===== src/rtl/sbc_pkg.sv =====
// ============================================================================
// sbc_pkg
// Shared types and constants for the small batch coalescer.
// ============================================================================
package sbc_pkg;

    localparam int unsigned ROW_W       = 12;
    localparam int unsigned ST_W        = 2;
    localparam int unsigned MODE_W      = 2;
    localparam int unsigned VECTOR_SIZE = 2048;
    localparam int unsigned SUM_W       = ROW_W + 1;

    typedef logic [ROW_W-1:0]  rows_t;
    typedef logic [ST_W-1:0]   status_t;
    typedef logic [MODE_W-1:0] mode_t;

    localparam status_t ST_NEED_INPUT = 2'd0;
    localparam status_t ST_HAVE_MORE  = 2'd1;
    localparam status_t ST_FINISHED   = 2'd2;
    localparam status_t ST_BLOCKED    = 2'd3;

    localparam mode_t MODE_NONE        = 2'd0;
    localparam mode_t MODE_PARTITIONED = 2'd1;
    localparam mode_t MODE_ORDERED     = 2'd2;
    localparam mode_t MODE_UNORDERED   = 2'd3;

    localparam logic KIND_REPORT = 1'b0;
    localparam logic KIND_FLUSH  = 1'b1;

    localparam logic CFG_MODE      = 1'b0;
    localparam logic CFG_THRESHOLD = 1'b1;

    typedef struct packed {
        logic    kind;
        rows_t   rows;
        status_t status;
        logic    fits_cache;
        logic    needs_cont;
        logic    mode_none;
        logic    mode_unord;
    } cls_word_t;

    typedef enum logic [2:0] {
        ACT_PASS,
        ACT_APPEND,
        ACT_CACHED_PLUS,
        ACT_CACHED_THEN_APPEND,
        ACT_VIA_CONT,
        ACT_CACHE_ONLY
    } action_t;

endpackage


===== src/rtl/sbc_in_if.sv =====
// ============================================================================
// sbc_in_if
// Input channel: batch report or flush word with valid/ready handshake.
// ============================================================================
interface sbc_in_if;

    logic                valid;
    logic                ready;
    logic                kind;
    sbc_pkg::rows_t      batch_rows;
    sbc_pkg::status_t    upstream_status;

    modport source (output valid, output kind, output batch_rows,
                    output upstream_status, input ready);
    modport sink   (input valid, input kind, input batch_rows,
                    input upstream_status, output ready);

endinterface


===== src/rtl/sbc_out_if.sv =====
// ============================================================================
// sbc_out_if
// Output channel: returned batch word with valid/ready handshake.
// ============================================================================
interface sbc_out_if;

    logic                valid;
    logic                ready;
    sbc_pkg::rows_t      out_rows;
    sbc_pkg::rows_t      cached_part_rows;
    sbc_pkg::status_t    out_status;
    logic                pending_after;
    sbc_pkg::rows_t      cache_rows_after;

    modport source (output valid, output out_rows, output cached_part_rows,
                    output out_status, output pending_after,
                    output cache_rows_after, input ready);
    modport sink   (input valid, input out_rows, input cached_part_rows,
                    input out_status, input pending_after,
                    input cache_rows_after, output ready);

endinterface


===== src/rtl/small_batch_coalescer.sv =====
// ============================================================================
// small_batch_coalescer
// Coalesces small row batches into a row cache, with continuation handling.
// ============================================================================
// Path: an accepted input word is held in a queue entry, then in the output
// register, which raises output valid; the word can wait in the queue while out_ch.ready is low.
// Throughput: one word per cycle while out_ch.ready stays high; the cache update loop sets it.
// Reset: asynchronous, clears cache count, continuation flag, held status,
// queue and output valid; mode resets to none and threshold to 64.
module small_batch_coalescer (
    input  logic            clk,
    input  logic            rst_n,
    input  logic            cfg_we,
    input  logic            cfg_index,
    input  sbc_pkg::rows_t  cfg_data,
    sbc_in_if.sink          in_ch,
    sbc_out_if.source       out_ch
);
    import sbc_pkg::*;

    logic       q_push;
    logic       q_pop;
    logic       q_full;
    logic       q_empty;
    cls_word_t  q_wdata;
    cls_word_t  q_rdata;

    sbc_front u_front (
        .clk       (clk),
        .rst_n     (rst_n),
        .cfg_we    (cfg_we),
        .cfg_index (cfg_index),
        .cfg_data  (cfg_data),
        .in_ch     (in_ch),
        .q_full    (q_full),
        .q_push    (q_push),
        .q_wdata   (q_wdata)
    );

    sbc_queue u_queue (
        .clk   (clk),
        .rst_n (rst_n),
        .push  (q_push),
        .wdata (q_wdata),
        .full  (q_full),
        .pop   (q_pop),
        .empty (q_empty),
        .rdata (q_rdata)
    );

    sbc_back u_back (
        .clk     (clk),
        .rst_n   (rst_n),
        .q_empty (q_empty),
        .q_rdata (q_rdata),
        .q_pop   (q_pop),
        .out_ch  (out_ch)
    );

endmodule


===== src/rtl/sbc_front.sv =====
// ============================================================================
// sbc_front
// Configuration registers and classification of incoming words.
// ============================================================================
module sbc_front (
    input  logic                clk,
    input  logic                rst_n,
    input  logic                cfg_we,
    input  logic                cfg_index,
    input  sbc_pkg::rows_t      cfg_data,
    sbc_in_if.sink              in_ch,
    input  logic                q_full,
    output logic                q_push,
    output sbc_pkg::cls_word_t  q_wdata
);
    import sbc_pkg::*;

    mode_t mode_reg;
    rows_t threshold_reg;

    always_ff @(posedge clk or negedge rst_n)
    begin
        if (!rst_n)
        begin
            mode_reg      <= MODE_NONE;
            threshold_reg <= ROW_W'(64);
        end
        else if (cfg_we)
        begin
            case (cfg_index)
                CFG_MODE:      mode_reg      <= cfg_data[MODE_W-1:0];
                CFG_THRESHOLD: threshold_reg <= cfg_data;
                default:       mode_reg      <= mode_reg;
            endcase
        end
    end

    assign in_ch.ready = !q_full;
    assign q_push      = in_ch.valid && !q_full;

    always_comb
    begin
        q_wdata.kind       = in_ch.kind;
        q_wdata.rows       = in_ch.batch_rows;
        q_wdata.status     = in_ch.upstream_status;
        q_wdata.fits_cache = in_ch.batch_rows <= threshold_reg;
        q_wdata.needs_cont = (mode_reg == MODE_PARTITIONED &&
                              in_ch.upstream_status != ST_HAVE_MORE) ||
                             in_ch.upstream_status == ST_FINISHED;
        q_wdata.mode_none  = mode_reg == MODE_NONE;
        q_wdata.mode_unord = mode_reg == MODE_UNORDERED;
    end

endmodule


===== src/rtl/sbc_queue.sv =====
// ============================================================================
// sbc_queue
// Two-entry queue of classified words between front and back.
// ============================================================================
module sbc_queue (
    input  logic                clk,
    input  logic                rst_n,
    input  logic                push,
    input  sbc_pkg::cls_word_t  wdata,
    output logic                full,
    input  logic                pop,
    output logic                empty,
    output sbc_pkg::cls_word_t  rdata
);
    import sbc_pkg::*;

    cls_word_t   entry_reg [2];
    logic        wr_ptr_reg;
    logic        rd_ptr_reg;
    logic [1:0]  count_reg;
    logic [1:0]  count_next;

    assign full  = count_reg == 2'd2;
    assign empty = count_reg == 2'd0;
    assign rdata = entry_reg[rd_ptr_reg];

    always_comb
    begin
        count_next = count_reg;
        if (push && !pop)
            count_next = count_reg + 2'd1;
        else if (pop && !push)
            count_next = count_reg - 2'd1;
    end

    always_ff @(posedge clk or negedge rst_n)
    begin
        if (!rst_n)
        begin
            wr_ptr_reg <= 1'b0;
            rd_ptr_reg <= 1'b0;
            count_reg  <= 2'd0;
        end
        else
        begin
            count_reg <= count_next;
            if (push)
                wr_ptr_reg <= !wr_ptr_reg;
            if (pop)
                rd_ptr_reg <= !rd_ptr_reg;
        end
    end

    always_ff @(posedge clk)
    begin
        if (push)
            entry_reg[wr_ptr_reg] <= wdata;
    end

`ifndef SYNTHESIS
    a_no_push_full: assert property (@(posedge clk) disable iff (!rst_n)
        push |-> !full)
        else $error("push into full queue");
    a_no_pop_empty: assert property (@(posedge clk) disable iff (!rst_n)
        pop |-> !empty)
        else $error("pop from empty queue");
`endif

endmodule


===== src/rtl/sbc_back.sv =====
// ============================================================================
// sbc_back
// Cache state, coalescing decision and output register.
// ============================================================================
module sbc_back (
    input  logic                clk,
    input  logic                rst_n,
    input  logic                q_empty,
    input  sbc_pkg::cls_word_t  q_rdata,
    output logic                q_pop,
    sbc_out_if.source           out_ch
);
    import sbc_pkg::*;

    rows_t      cached_reg;
    rows_t      cached_next;
    logic       pend_reg;
    logic       pend_next;
    status_t    held_reg;
    status_t    held_next;

    logic       out_valid_reg;
    rows_t      out_rows_reg;
    rows_t      out_rows_next;
    rows_t      out_part_reg;
    rows_t      out_part_next;
    status_t    out_status_reg;
    status_t    out_status_next;
    logic       out_pend_reg;
    rows_t      out_cache_reg;

    logic [SUM_W-1:0] sum;
    logic       has_cached;
    logic       has_space;
    logic       zero_rows;
    action_t    act;

    assign q_pop = !q_empty && (!out_valid_reg || out_ch.ready);

    assign sum        = {1'b0, cached_reg} + {1'b0, q_rdata.rows};
    assign has_cached = cached_reg != '0;
    assign has_space  = 32'(sum) <= VECTOR_SIZE;
    assign zero_rows  = q_rdata.rows == '0;

    always_comb
    begin
        act = ACT_PASS;
        if (has_cached && q_rdata.needs_cont)
        begin
            if (zero_rows)
                act = (q_rdata.status == ST_BLOCKED) ? ACT_VIA_CONT : ACT_CACHE_ONLY;
            else if (q_rdata.fits_cache && has_space)
                act = ACT_CACHED_PLUS;
            else
                act = ACT_VIA_CONT;
        end
        else if (zero_rows)
            act = ACT_PASS;
        else if (q_rdata.fits_cache && !q_rdata.needs_cont)
            act = has_space ? ACT_APPEND : ACT_CACHED_THEN_APPEND;
        else if (q_rdata.mode_unord)
            act = ACT_PASS;
        else if (has_cached)
        begin
            if (!q_rdata.fits_cache)
                act = ACT_VIA_CONT;
            else if (has_space)
                act = ACT_CACHED_PLUS;
            else if (q_rdata.needs_cont)
                act = ACT_VIA_CONT;
            else
                act = ACT_CACHED_THEN_APPEND;
        end
    end

    always_comb
    begin
        cached_next     = cached_reg;
        pend_next       = pend_reg;
        held_next       = held_reg;
        out_rows_next   = q_rdata.rows;
        out_part_next   = '0;
        out_status_next = q_rdata.status;
        if (q_rdata.kind == KIND_FLUSH)
        begin
            cached_next     = '0;
            pend_next       = 1'b0;
            held_next       = ST_NEED_INPUT;
            out_rows_next   = cached_reg;
            out_part_next   = cached_reg;
            out_status_next = ST_FINISHED;
        end
        else if (pend_reg)
        begin
            cached_next   = '0;
            out_rows_next = cached_reg;
            if (held_reg == ST_BLOCKED && has_cached)
                out_status_next = ST_HAVE_MORE;
            else
            begin
                pend_next       = 1'b0;
                out_status_next = held_reg;
            end
        end
        else if (!q_rdata.mode_none)
        begin
            case (act)
                ACT_PASS:
                begin
                    out_rows_next = q_rdata.rows;
                end
                ACT_APPEND:
                begin
                    cached_next   = sum[ROW_W-1:0];
                    out_rows_next = '0;
                end
                ACT_CACHED_PLUS:
                begin
                    cached_next   = '0;
                    out_rows_next = sum[ROW_W-1:0];
                    out_part_next = cached_reg;
                end
                ACT_CACHED_THEN_APPEND:
                begin
                    cached_next   = q_rdata.rows;
                    out_rows_next = cached_reg;
                    out_part_next = cached_reg;
                end
                ACT_VIA_CONT:
                begin
                    cached_next     = q_rdata.rows;
                    pend_next       = 1'b1;
                    held_next       = q_rdata.status;
                    out_rows_next   = cached_reg;
                    out_part_next   = cached_reg;
                    out_status_next = ST_HAVE_MORE;
                end
                ACT_CACHE_ONLY:
                begin
                    cached_next   = '0;
                    out_rows_next = cached_reg;
                    out_part_next = cached_reg;
                end
                default:
                begin
                    out_rows_next = q_rdata.rows;
                end
            endcase
        end
    end

    always_ff @(posedge clk or negedge rst_n)
    begin
        if (!rst_n)
        begin
            cached_reg    <= '0;
            pend_reg      <= 1'b0;
            held_reg      <= ST_NEED_INPUT;
            out_valid_reg <= 1'b0;
        end
        else
        begin
            if (q_pop)
            begin
                cached_reg    <= cached_next;
                pend_reg      <= pend_next;
                held_reg      <= held_next;
                out_valid_reg <= 1'b1;
            end
            else if (out_ch.ready)
                out_valid_reg <= 1'b0;
        end
    end

    always_ff @(posedge clk)
    begin
        if (q_pop)
        begin
            out_rows_reg   <= out_rows_next;
            out_part_reg   <= out_part_next;
            out_status_reg <= out_status_next;
            out_pend_reg   <= pend_next;
            out_cache_reg  <= cached_next;
        end
    end

    assign out_ch.valid            = out_valid_reg;
    assign out_ch.out_rows         = out_rows_reg;
    assign out_ch.cached_part_rows = out_part_reg;
    assign out_ch.out_status       = out_status_reg;
    assign out_ch.pending_after    = out_pend_reg;
    assign out_ch.cache_rows_after = out_cache_reg;

`ifndef SYNTHESIS
    a_pend_have_more: assert property (@(posedge clk) disable iff (!rst_n)
        (out_valid_reg && out_pend_reg) |-> out_status_reg == ST_HAVE_MORE)
        else $error("continuation without have-more status");
    a_out_tracks_state: assert property (@(posedge clk) disable iff (!rst_n)
        q_pop |=> out_pend_reg == pend_reg && out_cache_reg == cached_reg)
        else $error("output word disagrees with cache state");
`endif

endmodule

===== src/flat_wrapper.sv =====
// flat-port wrapper written by rule: the top's interface ports become plain ports
module small_batch_coalescer_flat import sbc_pkg::*;
  (clk, rst_n, cfg_we, cfg_index, cfg_data, in_ch_valid, in_ch_kind, in_ch_batch_rows, in_ch_upstream_status, in_ch_ready, out_ch_valid, out_ch_out_rows, out_ch_cached_part_rows, out_ch_out_status, out_ch_pending_after, out_ch_cache_rows_after, out_ch_ready);
  sbc_in_if in_ch_i ();
  sbc_out_if out_ch_i ();
  input  logic clk;
  input  logic rst_n;
  input  logic cfg_we;
  input  logic cfg_index;
  input  sbc_pkg::rows_t cfg_data;
  input wire logic [$bits(in_ch_i.valid)-1:0] in_ch_valid;
  input wire logic [$bits(in_ch_i.kind)-1:0] in_ch_kind;
  input wire logic [$bits(in_ch_i.batch_rows)-1:0] in_ch_batch_rows;
  input wire logic [$bits(in_ch_i.upstream_status)-1:0] in_ch_upstream_status;
  output wire logic [$bits(in_ch_i.ready)-1:0] in_ch_ready;
  output wire logic [$bits(out_ch_i.valid)-1:0] out_ch_valid;
  output wire logic [$bits(out_ch_i.out_rows)-1:0] out_ch_out_rows;
  output wire logic [$bits(out_ch_i.cached_part_rows)-1:0] out_ch_cached_part_rows;
  output wire logic [$bits(out_ch_i.out_status)-1:0] out_ch_out_status;
  output wire logic [$bits(out_ch_i.pending_after)-1:0] out_ch_pending_after;
  output wire logic [$bits(out_ch_i.cache_rows_after)-1:0] out_ch_cache_rows_after;
  input wire logic [$bits(out_ch_i.ready)-1:0] out_ch_ready;
  assign in_ch_i.valid = in_ch_valid;
  assign in_ch_i.kind = in_ch_kind;
  assign in_ch_i.batch_rows = in_ch_batch_rows;
  assign in_ch_i.upstream_status = in_ch_upstream_status;
  assign in_ch_ready = in_ch_i.ready;
  assign out_ch_valid = out_ch_i.valid;
  assign out_ch_out_rows = out_ch_i.out_rows;
  assign out_ch_cached_part_rows = out_ch_i.cached_part_rows;
  assign out_ch_out_status = out_ch_i.out_status;
  assign out_ch_pending_after = out_ch_i.pending_after;
  assign out_ch_cache_rows_after = out_ch_i.cache_rows_after;
  assign out_ch_i.ready = out_ch_ready;
  small_batch_coalescer u_core (.clk(clk), .rst_n(rst_n), .cfg_we(cfg_we), .cfg_index(cfg_index), .cfg_data(cfg_data), .in_ch(in_ch_i), .out_ch(out_ch_i));
endmodule

===== config.mk =====
export PLATFORM = sky130hd
export DESIGN_NAME = small_batch_coalescer_flat
export DESIGN_NICKNAME = d
export VERILOG_FILES = /design/src/rtl/sbc_pkg.sv /design/src/rtl/sbc_in_if.sv /design/src/rtl/sbc_out_if.sv /design/src/rtl/small_batch_coalescer.sv /design/src/rtl/sbc_front.sv /design/src/rtl/sbc_queue.sv /design/src/rtl/sbc_back.sv /design/src/flat_wrapper.sv
export SDC_FILE = /design/constraint.sdc
export NUM_CORES = 1
export LEC_CHECK = 0
export BUFFER_PORTS_ARGS = -buffer_cell sky130_fd_sc_hd__buf_4
export CORE_MARGIN = 4
export CORE_UTILIZATION = 50
export CTS_CLUSTER_DIAMETER = 60
export DETAILED_ROUTE_END_ITERATION = 8
export PLACE_DENSITY = 0.7
export SETUP_SLACK_MARGIN = 0.15
export SKIP_LAST_GASP = 1
export SYNTH_ARGS = -nofsm -noshare
export SYNTH_HDL_FRONTEND = slang
export SYNTH_SLANG_ARGS = --single-unit

===== constraint.sdc =====
create_clock -name clk -period 9 [get_ports clk]
set_input_delay 0 -clock clk [delete_from_list [all_inputs] [get_ports clk]]
set_output_delay 0 -clock clk [all_outputs]
set_load 0.005 [all_outputs]

; Yosys cells after proc, flatten, opt, wreduce, memory -nomap -nowiden
; Memories as Yosys holds them, arrays and structs flattened.
; Cells that the tools add are included.
[totals]
regBits = 73
output_inout_bits = 41
ram_bits = 38
input_bits = 33
mem_count = 1
[mem_list]
columns = name, depth, word_bits, rd, rd_ports_with_merged_regs, wr, line_no
row1 = u_core.u_queue.entry_reg, 2, 19, 1, 0, 1, sbc_queue.sv:17  ; cls_word_t entry_reg [2];
[op_classes]
eq_ne = 14
mux = 43
reduce_logical = 33
bitwise = 1
add_sub_neg = 3
n_lt_le_gt_ge = 2
[ops]
columns = cell, n
row1 = $mux W12, 10
row2 = $pmux W12 S3, 2
row3 = $mux W3, 10
row4 = $mux W2, 11
row5 = $add A12 B12 Y13, 1
row6 = $le A13 B12 Y1 const B, 1
row7 = $le A12 B12 Y1, 1
row8 = $logic_not A12 Y1, 1
row9 = $reduce_bool A12 Y1, 1
row10 = $eq A2 B2 Y1 const B, 5
row11 = $mux W1, 10
row12 = $logic_and A1 B1 Y1, 9
row13 = $logic_not A1 Y1, 8
row14 = $eq A3 B2 Y1 const B, 2
row15 = $eq A3 B3 Y1 const B, 2
row16 = $ne A2 B1 Y1 const B, 3
row17 = $reduce_bool A2 Y1, 3
row18 = $logic_not A2 Y1, 2
row19 = $reduce_and A2 Y1, 2
row20 = $reduce_and A4 Y1, 1
row21 = $reduce_or A2 Y1, 2
row22 = $reduce_or A4 Y1, 1
row23 = $eq A3 B1 Y1 const B, 1
row24 = $reduce_or A3 Y1, 1
row25 = 5 further kinds, 6

; Logic depth before layout (Yosys ltp)
; An unclocked memory read counts as a cell.
[logic_depth]
depth_word = 16
depth_mapped = 15
ltp_nobuf = 12

; Hierarchy
; From an unflattened synthesis, not the netlist that was laid out.
[hier_totals]
cells_unflattened = 479
hier_area_um2 = 5919.4
[by_module_without_submodules]
columns = module, seq_area_each_um2, area_per_inst_um2, cells_per_inst, n_inst
row1 = sbc_back, 1571.5, 3300.7, 310, 1
row2 = sbc_queue, 1241.2, 1637.8, 75, 1
row3 = sbc_front, 351.6, 980.9, 94, 1

; Worst setup path after synthesis
; Ideal clock, no wire load.
[synth_path]
kind = reg2reg
from = register u_core.u_queue.rd_ptr_reg
to = register u_core.u_back.out_rows_reg[3], in the netlist u_core.u_back.out_ch.out_rows[3], data pin
path_buffers = 3
setup_time_ns = 0.261
t_arrival_ns = 4.095
stages_incl_launch_ff = 16
path_slack_ns = 4.644
synth_period_minus_slack_ns = 4.356
cell_sequence = dfrtp_1 > buf_2 > buf_1 > mux2i_1 > inv_1 > ha_1 > fa_1 > a211oi_2 > nor4_1 > or3b_4 > nor4_2 > nand4_1 > a21oi_2 > a31oi_1 > buf_6 > a221o_1
[synth_between]
elab_chain_len = 16
elab_cells_between_ends = 31
cone_classes = add/sub (1) / order compare (1) / eq/ne (6) / mux (16) / reduce/logical (6) / memory (1)
[synth_lines]
columns = element, line_no
row1 = from (decl), sbc_queue.sv:19  ; logic rd_ptr_reg;
row2 = from (signal assigned), sbc_queue.sv:50  ; rd_ptr_reg <= !rd_ptr_reg;
row3 = $mem_v2 Z2 W19 *, --
row4 = $add A12 B12 Y13, sbc_back.sv:40  ; assign sum = {1'b0, cached_reg} + {1'b0, q_rdata.rows};
row5 = $le A13 B12 Y1, sbc_back.sv:42  ; assign has_space = 32'(sum) <= VECTOR_SIZE;
row6 = $mux W3, sbc_back.sv:67  ; else if (has_space)
row7 = $mux W3, sbc_back.sv:65  ; if (!q_rdata.fits_cache)
row8 = $mux W3, sbc_back.sv:63  ; else if (has_cached)
row9 = $mux W3, sbc_back.sv:61  ; else if (q_rdata.mode_unord)
row10 = $mux W3, sbc_back.sv:59  ; else if (q_rdata.fits_cache && !q_rdata.needs_cont)
row11 = $mux W3, sbc_back.sv:57  ; else if (zero_rows)
row12 = $mux W3, sbc_back.sv:48  ; if (has_cached && q_rdata.needs_cont)
row13 = $eq A3 B3 Y1 or $eq A3 B2 Y1 (tied branches), sbc_back.sv:107  ; case (act)
row14 = $reduce_or A3 Y1 (no source line), --
row15 = $pmux W12 S3, sbc_back.sv:107
row16 = $mux W12, sbc_back.sv:105  ; else if (!q_rdata.mode_none)
row17 = $mux W12, sbc_back.sv:93  ; else if (pend_reg)
row18 = $mux W12 *, sbc_back.sv:84  ; if (q_rdata.kind == KIND_FLUSH)
row19 = named net u_core.u_back.out_rows_next[3], sbc_back.sv:24  ; rows_t out_rows_next;
row20 = to (signal assigned), sbc_back.sv:179  ; out_rows_reg <= out_rows_next;
row21 = to (decl), sbc_back.sv:23  ; rows_t out_rows_reg;
; Mark *: on every way through the listed nets, which the timed path passes. The rest lies on a longest branch.
; A chain may end at the register's enable or synchronous reset.

; Worst setup path after layout
[layout_path]
from = register u_core.u_queue.rd_ptr_reg
to = register u_core.u_back.out_rows_reg[11], in the netlist u_core.u_back.out_ch.out_rows[11], data pin
; Same word-level chain as after synthesis.

==> results.txt <==
The areal power density over the cells works out to 415 nW/um^2. The run gives 9210 ps as the required time of the critical path. The floorplan step defined a die boundary enclosing 13600 um^2. The first global-routing pass estimated 23500 um of wire.

The tools report the final net count as 673. After the first detailed-routing iteration, the DRC count stood at 274. Yosys mapped a number of flops with a built-in enable equal to 77. The clock reaches the later pin of the worst-skew pair after 360 ps. The die is 117 um wide. The logs give 9 for the number of buffers created by CTS and 0 for the overflow left after global routing. The tools report the number of failing hold endpoints at the final stage as 0. The buffer type at the clock tree root is sky130_fd_sc_hd__clkbuf_16. Count of buffers inserted at the top-level ports: 73. The post-route core utilization came out at 0.627. The number of antenna violations at the first check in global routing is 0, and the post-synthesis sequential area ratio is 0.536. The logs give 0 for the number of DRC violations after detailed routing and 0 for the number of cells upsized or downsized after cts.

The number of nets in the synthesized netlist is 572. The run gives 0 ps as the setup total negative slack. Including well taps, the total number of placed cells is 716. Routability-driven placement finished with a final weighted congestion of 0.920.

The chip height came out at 117 um. TritonCTS built the clock tree. The worst supply voltage drop on vdd is 0.000229 V.

For the via count of the first global-routing pass, the log shows 4533. Class of the worst hold path: primary input to flop. The diode insertion count for antenna repair came out at 0.

The longest clock path from root to sink contains 2 buffers. The average wire per cell in the routed design is 19.6 um, and the number of cells in the finished layout apart from fillers is 762. For the number of buffers added to fix hold violations after cts, the log shows 30. The register clock-pin slew on the reported worst setup and hold paths is 80 ps, and the area added between synthesis and finish is 21.7%.

The number of flip-flops under the largest register name was 38. In this run the static leakage power is 3.00 nW. Derived from the worst setup path, the maximum achievable clock frequency is 193 MHz. Across the run, the number of max-cap violations was 0. The ratio of final minimum period to clock period was 0.575. After technology mapping, the gate count stands at 513. The fraction of final layout cells sized beyond drive strength 1 works out to 0.208. Remaining antenna violation count after routing: 0. The setup violation total in the final timing report is 0, and the share of synthesized flip-flops with an asynchronous set or reset is 0.306. The peak fanout along the critical path came out at 23. The pre-CTS worst setup slack was 3840 ps. The library cell used most frequently in the layout, excluding fill and tap cells, is sky130_fd_sc_hd__edfxtp_1. The post-synthesis area per instance was 11.5 um^2; the detailed-route wire length was 14900 um. The run finished with clean final reports. Once detailed placement completed, the half-perimeter wirelength came to 10900 um. The pin count of the biggest net entering global routing came out at 43. The detailed-route vias per instance is 5.93.

In the layout the commonest cells are 77 x sky130_fd_sc_hd__edfxtp_1, 75 x sky130_fd_sc_hd__buf_4, 43 x sky130_fd_sc_hd__inv_1, 40 x sky130_fd_sc_hd__nor2_1, 33 x sky130_fd_sc_hd__dfrtp_1. For the pin with the worst max-slew slack, the measured transition is 1170 ps. Normalized max-slew margin: 0.218. In this run the count of I/O pins placed on the die edge is 74. For the cell area after synthesis, the log shows 5910 um^2.

The routed layout has 4520 vias. The run gives 67 as the distinct cell type count after synthesis. For the worst setup path, the data arrival time is 5390 ps. The kind of critical path is flop to flop.

The kind of start point of the critical path was a flop. STA classifies the critical path endpoint as a flop. The maximum level of the CTS H-tree is 3. The core region area was 11500 um^2; the clock period minus final worst setup slack was 5170 ps. For the worst clock skew, the log shows 9.73 ps. The initialized floorplan defines 39 standard-cell rows.

The run gives 5 as the length of the first detailed-routing pass in iterations. The number of setup buffers added after CTS is 0. Synthesis inferred 111 register bits.

Setup repair after global routing left no endpoint under its margin. For this design, the sink count on the clock tree is 111. The run gives 0.228 as the total global-route track usage. The run gives 3830 ps as the final critical-path setup slack. For the max-slew violation total from the final report, the log shows 0. The number of warnings printed during yosys synthesis was 0; the total of fill cells in the finished design was 900. The most frequently used flop master after synthesis is sky130_fd_sc_hd__edfxtp_1. The effective utilization at floorplan came out at 0.515.
==> final cells by class <==
type	instances	area [um^2]	area share
clock inverter	6	76.3	0.0106
tap	143	179	0.0249
inverter	43	161	0.0225
multi-input combinational	344	2510	0.349
timing repair buffer	105	863	0.120
clock buffer	10	239	0.0332
sequential	111	3160	0.440
==> synth_stat cells, types with 10 or more instances <==
library cell,count,area share
sky130_fd_sc_hd__nand2_1,30,0.019
sky130_fd_sc_hd__inv_1,43,0.027
sky130_fd_sc_hd__a21oi_1,19,0.016
sky130_fd_sc_hd__nand3_1,13,0.011
sky130_fd_sc_hd__mux2_2,25,0.048
sky130_fd_sc_hd__nor2_1,40,0.025
sky130_fd_sc_hd__edfxtp_1,77,0.39
sky130_fd_sc_hd__dfrtp_1,33,0.14
sky130_fd_sc_hd__and3_1,11,0.012
sky130_fd_sc_hd__a22o_1,10,0.015
sky130_fd_sc_hd__nand4_1,11,0.012
sky130_fd_sc_hd__a221o_1,12,0.020
sky130_fd_sc_hd__ha_1,25,0.053
==> routing by layer <==
layer  share of wire  global-route usage  vias up
li1                -                   -     2147
met1            0.41               0.287     2163
met2            0.50               0.396      183
met3           0.065              0.0347       27
met4           0.025              0.0872        0
met5               0                   0        -
==> critical path, cell delays in order, from the launching register on <==
cell	delay, ps
sky130_fd_sc_hd__dfrtp_1	980
sky130_fd_sc_hd__mux2i_1	440
sky130_fd_sc_hd__inv_1	110
sky130_fd_sc_hd__ha_1	280
sky130_fd_sc_hd__fa_1	500
sky130_fd_sc_hd__a211oi_2	360
sky130_fd_sc_hd__nor4_1	90
sky130_fd_sc_hd__or3b_4	420
sky130_fd_sc_hd__nor4_2	320
sky130_fd_sc_hd__and4_1	300
sky130_fd_sc_hd__o21ai_1	190
sky130_fd_sc_hd__nor3_2	720
sky130_fd_sc_hd__a221o_1	310
==> kinds of logic after synthesis <==
group           after synthesis  share of synthesized area
xor+xnor                     12                     0.0178
mux                          34                     0.0629
buf+inv                      58                     0.0398
flops                       111                      0.536
compound gates              117                      0.151
simple gates                154                      0.135
fa+ha+maj                    27                     0.0581
==> report_power, final <==
part           switching [mW]  leakage (nW)  internal (mW)
sequential              0.127          1.17          0.793
combinational            1.01          1.68          0.629
clock                   0.194         0.149          0.229
==> final timing paths <==
check,slack (ps),to,depth (start not counted),startpoint
worst max register to register,3830,u_core.u_back.out_ch.out_rows[11],12,u_core.u_queue.rd_ptr_reg
worst min register to register,490,u_core.u_queue.wr_ptr_reg,1,u_core.u_queue.wr_ptr_reg
worst max-delay path,3830,u_core.u_back.out_ch.out_rows[11],12,u_core.u_queue.rd_ptr_reg
worst min-delay path,20,u_core.u_front.mode_reg[0],3,cfg_index
min in group asynchronous,140,u_core.u_back.cached_reg[10],2,rst_n
max in group asynchronous,8500,u_core.u_front.threshold_reg[6],2,rst_n
==> stage by stage <==
step	hold WS [ps]	instance area (um^2)	total power [mW]
after floorplan	-296	5910	2.01
after global placement	-13.7	6570	2.51
after detailed placement	-3.87	6570	2.53
after CTS	9.44	7190	2.97
after global routing	16.3	7190	3.19
final	18.4	7190	2.98
(Power assumes the default switching activity.)
